[src/sfm_pkg.sv]
// ----------------------------------------------------------------------------
// sfm_pkg
// Shared widths and constants of the single-precision multiplier.
// ----------------------------------------------------------------------------
package sfm_pkg;

  localparam int unsigned WordW  = 32;
  localparam int unsigned ExpW   = 8;
  localparam int unsigned HiW    = 13;
  localparam int unsigned LoW    = 11;
  localparam int unsigned SumW   = 26;
  localparam int unsigned ExpSumW = 10;

  localparam logic [ExpSumW-1:0] ExpOffset = 10'd129;
  localparam logic [HiW-1:0]     HidBit    = 13'h1000;

  // stage 1 -> stage 2 payload
  typedef struct packed {
    logic                 sign;
    logic [ExpSumW-1:0]   exp_sum;
    logic [2*HiW-1:0]     hh;
    logic [HiW+LoW-1:0]   hl;
    logic [HiW+LoW-1:0]   lh;
  } s1_t;

  // stage 2 -> stage 3 payload
  typedef struct packed {
    logic                 sign;
    logic [ExpSumW-1:0]   exp_sum;
    logic [SumW-1:0]      sum;
  } s2_t;

endpackage

[src/sfm_if.sv]
// ----------------------------------------------------------------------------
// sfm_in_if / sfm_out_if
// Valid/ready channels of the multiplier.
// ----------------------------------------------------------------------------
interface sfm_in_if;
  logic        valid;
  logic        ready;
  logic [31:0] operand_a;
  logic [31:0] operand_b;
  modport source (output valid, output operand_a, output operand_b, input ready);
  modport sink (input valid, input operand_a, input operand_b, output ready);
endinterface

interface sfm_out_if;
  logic        valid;
  logic        ready;
  logic [31:0] product;
  modport source (output valid, output product, input ready);
  modport sink (input valid, input product, output ready);
endinterface

[src/sfm_mul_stage.sv]
// ----------------------------------------------------------------------------
// sfm_mul_stage
// Stage 1: unpack operands, form the three partial products.
// ----------------------------------------------------------------------------
module sfm_mul_stage (
  input  logic                        clk_i,
  input  logic                        rst_ni,
  input  logic                        en_i,
  input  logic                        valid_i,
  input  logic [sfm_pkg::WordW-1:0]   a_i,
  input  logic [sfm_pkg::WordW-1:0]   b_i,
  output logic                        valid_o,
  output sfm_pkg::s1_t                data_o
);

  logic [sfm_pkg::HiW-1:0] ha, hb;
  logic [sfm_pkg::LoW-1:0] la, lb;
  sfm_pkg::s1_t            data_d, data_q;
  logic                    valid_q;

  always_comb begin
    ha = {1'b0, a_i[22:11]} | sfm_pkg::HidBit;
    hb = {1'b0, b_i[22:11]} | sfm_pkg::HidBit;
    la = a_i[10:0];
    lb = b_i[10:0];
    data_d.sign    = a_i[31] ^ b_i[31];
    data_d.exp_sum = {2'b00, a_i[30:23]} + {2'b00, b_i[30:23]} + sfm_pkg::ExpOffset;
    data_d.hh      = ha * hb;
    data_d.hl      = ha * lb;
    data_d.lh      = la * hb;
  end

  always_ff @(posedge clk_i or negedge rst_ni) begin
    if (!rst_ni) begin
      valid_q <= 1'b0;
    end else if (en_i) begin
      valid_q <= valid_i;
    end
  end

  always_ff @(posedge clk_i) begin
    if (en_i) begin
      data_q <= data_d;
    end
  end

  assign valid_o = valid_q;
  assign data_o  = data_q;

endmodule

[src/sfm_sum_stage.sv]
// ----------------------------------------------------------------------------
// sfm_sum_stage
// Stage 2: add the partial products and the rounding constant.
// ----------------------------------------------------------------------------
module sfm_sum_stage (
  input  logic         clk_i,
  input  logic         rst_ni,
  input  logic         en_i,
  input  logic         valid_i,
  input  sfm_pkg::s1_t data_i,
  output logic         valid_o,
  output sfm_pkg::s2_t data_o
);

  sfm_pkg::s2_t data_d, data_q;
  logic         valid_q;

  always_comb begin
    data_d.sign    = data_i.sign;
    data_d.exp_sum = data_i.exp_sum;
    data_d.sum     = data_i.hh
                   + {13'd0, data_i.hl[23:11]}
                   + {13'd0, data_i.lh[23:11]}
                   + 26'd2;
  end

  always_ff @(posedge clk_i or negedge rst_ni) begin
    if (!rst_ni) begin
      valid_q <= 1'b0;
    end else if (en_i) begin
      valid_q <= valid_i;
    end
  end

  always_ff @(posedge clk_i) begin
    if (en_i) begin
      data_q <= data_d;
    end
  end

  assign valid_o = valid_q;
  assign data_o  = data_q;

endmodule

[src/sfm_pack_stage.sv]
// ----------------------------------------------------------------------------
// sfm_pack_stage
// Stage 3: normalize, select exponent, flush out-of-range exponents to signed zero.
// ----------------------------------------------------------------------------
module sfm_pack_stage (
  input  logic                      clk_i,
  input  logic                      rst_ni,
  input  logic                      en_i,
  input  logic                      valid_i,
  input  sfm_pkg::s2_t              data_i,
  output logic                      valid_o,
  output logic [sfm_pkg::WordW-1:0] product_o
);

  logic [sfm_pkg::WordW-1:0] product_d, product_q;
  logic [sfm_pkg::ExpW-1:0]  expo;
  logic [22:0]               mant;
  logic                      valid_q;

  always_comb begin
    // sum at or above 2^25: shift by one more and bump the exponent
    if (data_i.sum[25]) begin
      mant = data_i.sum[24:2];
      expo = data_i.exp_sum[7:0] + 8'd1;
    end else begin
      mant = data_i.sum[23:1];
      expo = data_i.exp_sum[7:0];
    end
    // bit 8 clear: out of range, signed zero
    if (!data_i.exp_sum[8]) begin
      product_d = {data_i.sign, 31'd0};
    end else begin
      product_d = {data_i.sign, expo, mant};
    end
  end

  always_ff @(posedge clk_i or negedge rst_ni) begin
    if (!rst_ni) begin
      valid_q <= 1'b0;
    end else if (en_i) begin
      valid_q <= valid_i;
    end
  end

  always_ff @(posedge clk_i) begin
    if (en_i) begin
      product_q <= product_d;
    end
  end

  assign valid_o   = valid_q;
  assign product_o = product_q;

endmodule

[src/single_float_multiply.sv]
// ----------------------------------------------------------------------------
// single_float_multiply
// Three-stage single-precision multiplier with valid/ready channels.
// ----------------------------------------------------------------------------
// Takes one operand pair per clock while the output is not stalled; the product
// passes through three register stages (partial products, sum, normalize/pack).
// A stall on the output freezes each full stage whose successor cannot move; an
// empty stage keeps filling, so no bubble is held while the output waits.
module single_float_multiply (
  input  logic      clk_i,
  input  logic      rst_ni,
  sfm_in_if.sink    in_i,
  sfm_out_if.source out_o
);

  logic         v1, v2, v3;
  logic         en1, en2, en3;
  sfm_pkg::s1_t d1;
  sfm_pkg::s2_t d2;

  // each stage advances when it is empty or its successor moves
  assign en3 = !v3 || out_o.ready;
  assign en2 = !v2 || en3;
  assign en1 = !v1 || en2;
  assign in_i.ready = en1;

  sfm_mul_stage u_mul (
    .clk_i, .rst_ni, .en_i(en1), .valid_i(in_i.valid),
    .a_i(in_i.operand_a), .b_i(in_i.operand_b), .valid_o(v1), .data_o(d1)
  );

  sfm_sum_stage u_sum (
    .clk_i, .rst_ni, .en_i(en2), .valid_i(v1), .data_i(d1),
    .valid_o(v2), .data_o(d2)
  );

  sfm_pack_stage u_pack (
    .clk_i, .rst_ni, .en_i(en3), .valid_i(v2), .data_i(d2),
    .valid_o(v3), .product_o(out_o.product)
  );

  assign out_o.valid = v3;

endmodule

[src/flat_wrapper.sv]
// flat-port wrapper written by rule: the top's interface ports become plain ports
module single_float_multiply_flat 
  (clk_i, rst_ni, in_i_valid, in_i_operand_a, in_i_operand_b, in_i_ready, out_o_valid, out_o_product, out_o_ready);
  sfm_in_if in_i_i ();
  sfm_out_if out_o_i ();
  input  logic clk_i;
  input  logic rst_ni;
  input wire logic [$bits(in_i_i.valid)-1:0] in_i_valid;
  input wire logic [$bits(in_i_i.operand_a)-1:0] in_i_operand_a;
  input wire logic [$bits(in_i_i.operand_b)-1:0] in_i_operand_b;
  output wire logic [$bits(in_i_i.ready)-1:0] in_i_ready;
  output wire logic [$bits(out_o_i.valid)-1:0] out_o_valid;
  output wire logic [$bits(out_o_i.product)-1:0] out_o_product;
  input wire logic [$bits(out_o_i.ready)-1:0] out_o_ready;
  assign in_i_i.valid = in_i_valid;
  assign in_i_i.operand_a = in_i_operand_a;
  assign in_i_i.operand_b = in_i_operand_b;
  assign in_i_ready = in_i_i.ready;
  assign out_o_valid = out_o_i.valid;
  assign out_o_product = out_o_i.product;
  assign out_o_i.ready = out_o_ready;
  single_float_multiply u_core (.clk_i(clk_i), .rst_ni(rst_ni), .in_i(in_i_i), .out_o(out_o_i));
endmodule
[config.mk]
export PLATFORM = sky130hd
export DESIGN_NAME = single_float_multiply_flat
export DESIGN_NICKNAME = d
export VERILOG_FILES = /design/src/sfm_pkg.sv /design/src/sfm_if.sv /design/src/sfm_mul_stage.sv /design/src/sfm_sum_stage.sv /design/src/sfm_pack_stage.sv /design/src/single_float_multiply.sv /design/src/flat_wrapper.sv
export SDC_FILE = /design/constraint.sdc
export NUM_CORES = 1
export LEC_CHECK = 0
export ABC_AREA = 0
export BUFFER_PORTS_ARGS = -buffer_cell sky130_fd_sc_hd__clkbuf_2
export CELL_PAD_IN_SITES_DETAIL_PLACEMENT = 1
export CELL_PAD_IN_SITES_GLOBAL_PLACEMENT = 1
export CORE_UTILIZATION = 40
export CTS_BUF_LIST = sky130_fd_sc_hd__clkbuf_16
export DETAILED_ROUTE_END_ITERATION = 10
export GPL_ROUTABILITY_DRIVEN = 0
export PLACE_DENSITY = 0.64
export SLEW_MARGIN = 20
export SYNTH_ARGS = -nofsm -noshare
export SYNTH_HDL_FRONTEND = slang
export SYNTH_SLANG_ARGS = --single-unit
[constraint.sdc]
create_clock -name clk_i -period 8.4 [get_ports clk_i]
set_input_delay 0.84 -clock clk_i [delete_from_list [all_inputs] [get_ports clk_i]]
set_output_delay 0.84 -clock clk_i [all_outputs]
set_load 0.01 [all_outputs]
==> metrics.md <==
| Metric | Value |
|---|---|
| Final Cycle Share | `72.48%` |
| Leading post-synthesis cells by cell area | `fa_1, edfxtp_1, ha_1, inv_1, and2_1` |
| Vias in the first global route | `15,906` |
| Number of antenna cells inserted | `0` |
| Worst Hold Class | `in2async` |
| Met2 wire len | `24.94 mm` |
| First-pass GRT wire length | `86.15 mm` |
| Most used cell along the critical path | `fa_1` |
| Row cnt | `82` |
| # port buffers | `101` |
| Worst path required time | `8.53 ns` |
| Power density cells | `426.9 nW/um2` |
| YS warnings | `0` |
| Avg Inst Size Synth | `9.680 um2` |
| Area Growth Syn to Fin | `8.047%` |
| Total GRT Usage | `21.00%` |
| Seq cells post-synth | `132` |
| RSZ-0062 raised after global routing | `no` |
| Die width | `228.2 um` |
| CP Cell Sequence | `clkbuf_2 -> nand2_1 -> fa_1 -> fa_1 -> inv_1 -> fa_1 -> fa_1 -> inv_1 -> fa_1 -> inv_1 -> ha_1 -> and4_1 -> a221oi_1 -> o21ai_0 -> o21a_1 -> or4_1 -> o311ai_0` |
| CTS Root Cell | `clkbuf_16` |
| Share of layout cells above drive strength 1 | `6.906%` |
| Max Clk Rate | `0.1643 GHz` |
| Min Hold Slack | `0.2045 ns` |
| R2r worst-path depth | `8` |
| CP Max Fanout | `24` |
| Clock transition at path regs | `0.06 ns` |
| Final hold violations | `0` |
| # DRC | `0` |
| Met1 wire length | `25.53 mm` |
| Commonest non-fill, non-tap cells in the layout | `inv_1, fa_1, nand2_1, ha_1, and2_1` |
| CTS Hold Buffers Added | `0` |
| DRT iter0 DRCs | `554` |
| Worst slew margin | `41.01%` |
| Worst Setup Path Type | `in2reg` |
| CTS resizes | `0` |
| Most area-hungry cell type in the Yosys netlist | `fa_1` |
| CTS HTree Levels | `4` |
| Worst-skew pair later-pin latency | `0.42 ns` |
| Mapped Nets | `2,729` |
| Endpoints failing setup | `0` |
| Num CTS Buffers | `17` |
| Final Net Count | `2,774` |
| Critical Path Start Type | `input pin` |
| Final Non-Filler Cells | `2,844` |
| Vias | `14,380` |
| Io pins | `102` |
| Share of the synthesized area in the top cell type | `32.19%` |
| Status | `finished clean` |
| Core ar. | `50,270 um2` |
| Worst vdd ir | `292.2 uV` |
| Worst Tran Pin Value | `0.8737 ns` |
| WL per Instance | `18.63 um` |
| Detailed-router iteration count before antenna repair | `4` |
| Post-CTS Setup Bufs | `0` |
| Leading cell type in the layout, fill and taps excluded | `inv_1` |
| Final min period | `6.088 ns` |
| Library cells used by synthesis | `65` |
| Dpl cells | `2,812` |
| Clk sinks | `132` |
| Clock skew | `0.009779 ns` |
| Detail Placement HPWL | `42.97 mm` |
| Leakage | `0.01087 uW` |
| Layout fillers | `5,796` |
| Worst Path Arrival | `6.22 ns` |
| Final ANT Viol Nets | `0` |
| Maximum number of pins on one net before global-route repair | `65` |
| Initial Util | `40.70%` |
| Post-synth ARST share | `2.273%` |
| R2r startpoint | `u_core.u_mul.data_o[13]$_DFFE_PP_` |
| Pins Over Slew Limit | `0` |
| Total Wirelength | `53.00 mm` |
| DIE AREA | `52,070 um2` |
| R2R Path End | `u_core.u_sum.data_o[12]$_DFFE_PP_` |
| Max Cap Viol | `0` |
| Die Span Y | `228.2 um` |
| CTS max path bufs | `2` |
| EDFF count, synth | `129` |
| CTS tree | `built` |
| Worst path max stage delay | `0.58 ns` |
| Cells after Synth | `2,114` |
| Setup TNS | `0 ns` |
| GR Overflow Total | `0` |
| Storage element area | `3949 um2` |
| Sequential element share of the synthesized area | `19.30%` |
| CP max-delay cell | `clkbuf_2` |
| Reg2reg setup slack | `5.37 ns` |
| Met3 wire length | `1.932 mm` |
| Highest routed layer | `met4` |
| Synthesized cell area | `20,460 um2` |
| Ys flop type | `edfxtp_1` |
| Vias per inst | `5.056` |
| Multi-input logic area | `14,480 um2` |
| Worst Setup End Kind | `register` |
| Initial antenna violation count | `0` |
## how the worst max path moves through the flow
| stage | from | end | slack [ns] |
|---|---|---|---|
| finish | in_i_operand_b[19] | u_core.u_mul.data_o[13]$_DFFE_PP_ | 2.31 |
| global route | in_i_operand_b[19] | u_core.u_mul.data_o[13]$_DFFE_PP_ | 2.12 |
| CTS | in_i_operand_b[19] | u_core.u_mul.data_o[13]$_DFFE_PP_ | 2.35 |
| detailed placement | in_i_operand_b[19] | u_core.u_mul.data_o[13]$_DFFE_PP_ | 1.89 |
| global placement | in_i_operand_b[19] | u_core.u_mul.data_o[13]$_DFFE_PP_ | 2.01 |
| floorplan | in_i_operand_a[14] | u_core.u_mul.data_o[72]$_DFFE_PP_ | 2.74 |
## final cells by class
type | instances | area share, %
multi-input combinational | 1440 | 65.47
clock inverter | 15 | 0.6621
tap | 672 | 3.803
sequential | 132 | 17.86
inverter | 463 | 7.860
timing repair buffer | 105 | 2.422
clock buffer | 17 | 1.924
## metrics by stage
stage	util [%]	power (uW)	worst slack, ns	instance area (um2)
3_3_place_gp	42.84	8491	2.009	21540
6_report	43.98	9439	2.312	22110
2_1_floorplan	-	6645	2.743	20460
3_5_place_dp	42.84	8720	1.894	21540
5_1_grt	43.98	10400	2.120	22110
4_1_cts	43.98	9501	2.350	22110
## where the power goes
group / switching [uW] / internal [uW]
registers: 167 / 1390
logic: 4320 / 2850
clock network: 296 / 414
## routing by layer
metal | up-vias | global-route usage (%)
met2 | 263 | 35.42
met5 | - | 0
met3 | 34 | 2.563
li1 | 6688 | -
met4 | 0 | 3.649
met1 | 7395 | 29.23
## critical path, delay by kind of cell
kind | cells | cell delay, ns
AO/OA/AOI/OAI | 4 | 0.95
adder cells (fa/ha/maj) | 6 | 2.85
AND/OR/NAND/NOR | 3 | 0.82
buffers and inverters | 4 | 0.73
## cell families after synthesis
logic type	count (synthesis)	share of synthesized area (%)
mux	25	1.229
compound gates	196	6.518
buf+inv	542	9.966
simple gates	600	14.39
fa+ha+maj	547	45.52
xor+xnor	72	3.082
flops	132	19.30
## synthesized netlist by cell type (3+ instances only)
cell type,n
a2111oi_0,3
a211oi_1,7
a21boi_0,5
a21o_1,15
a21oi_1,67
a221o_1,3
a221oi_1,4
a31oi_1,10
and2_1,169
and3_1,11
buf_2,4
clkbuf_1,75
dfrtp_1,3
edfxtp_1,129
fa_1,329
ha_1,218
inv_1,463
mux2i_1,24
nand2_1,253
nand2b_1,7
nand3_1,22
nand3b_1,3
nand4_1,12
nor2_1,60
nor2b_1,29
nor3_1,16
nor4_1,3
o2111ai_1,3
o211ai_1,7
o21a_1,6
o21ai_0,25
o21ba_2,3
o21bai_1,7
o311ai_0,4
o31ai_1,3
or3_1,5
or4_1,3
xnor2_1,47
xor2_1,25
## sequential cells by signal, indices dropped and copies added (netlist names)
name                     count
u_core.u_mul.data_o         62
u_core.u_mul.valid_o         1
u_core.u_pack.product_o     32
u_core.u_pack.valid_o        1
u_core.u_sum.data_o         35
u_core.u_sum.valid_o         1
Note: power is estimated with default switching activity, not from simulation.
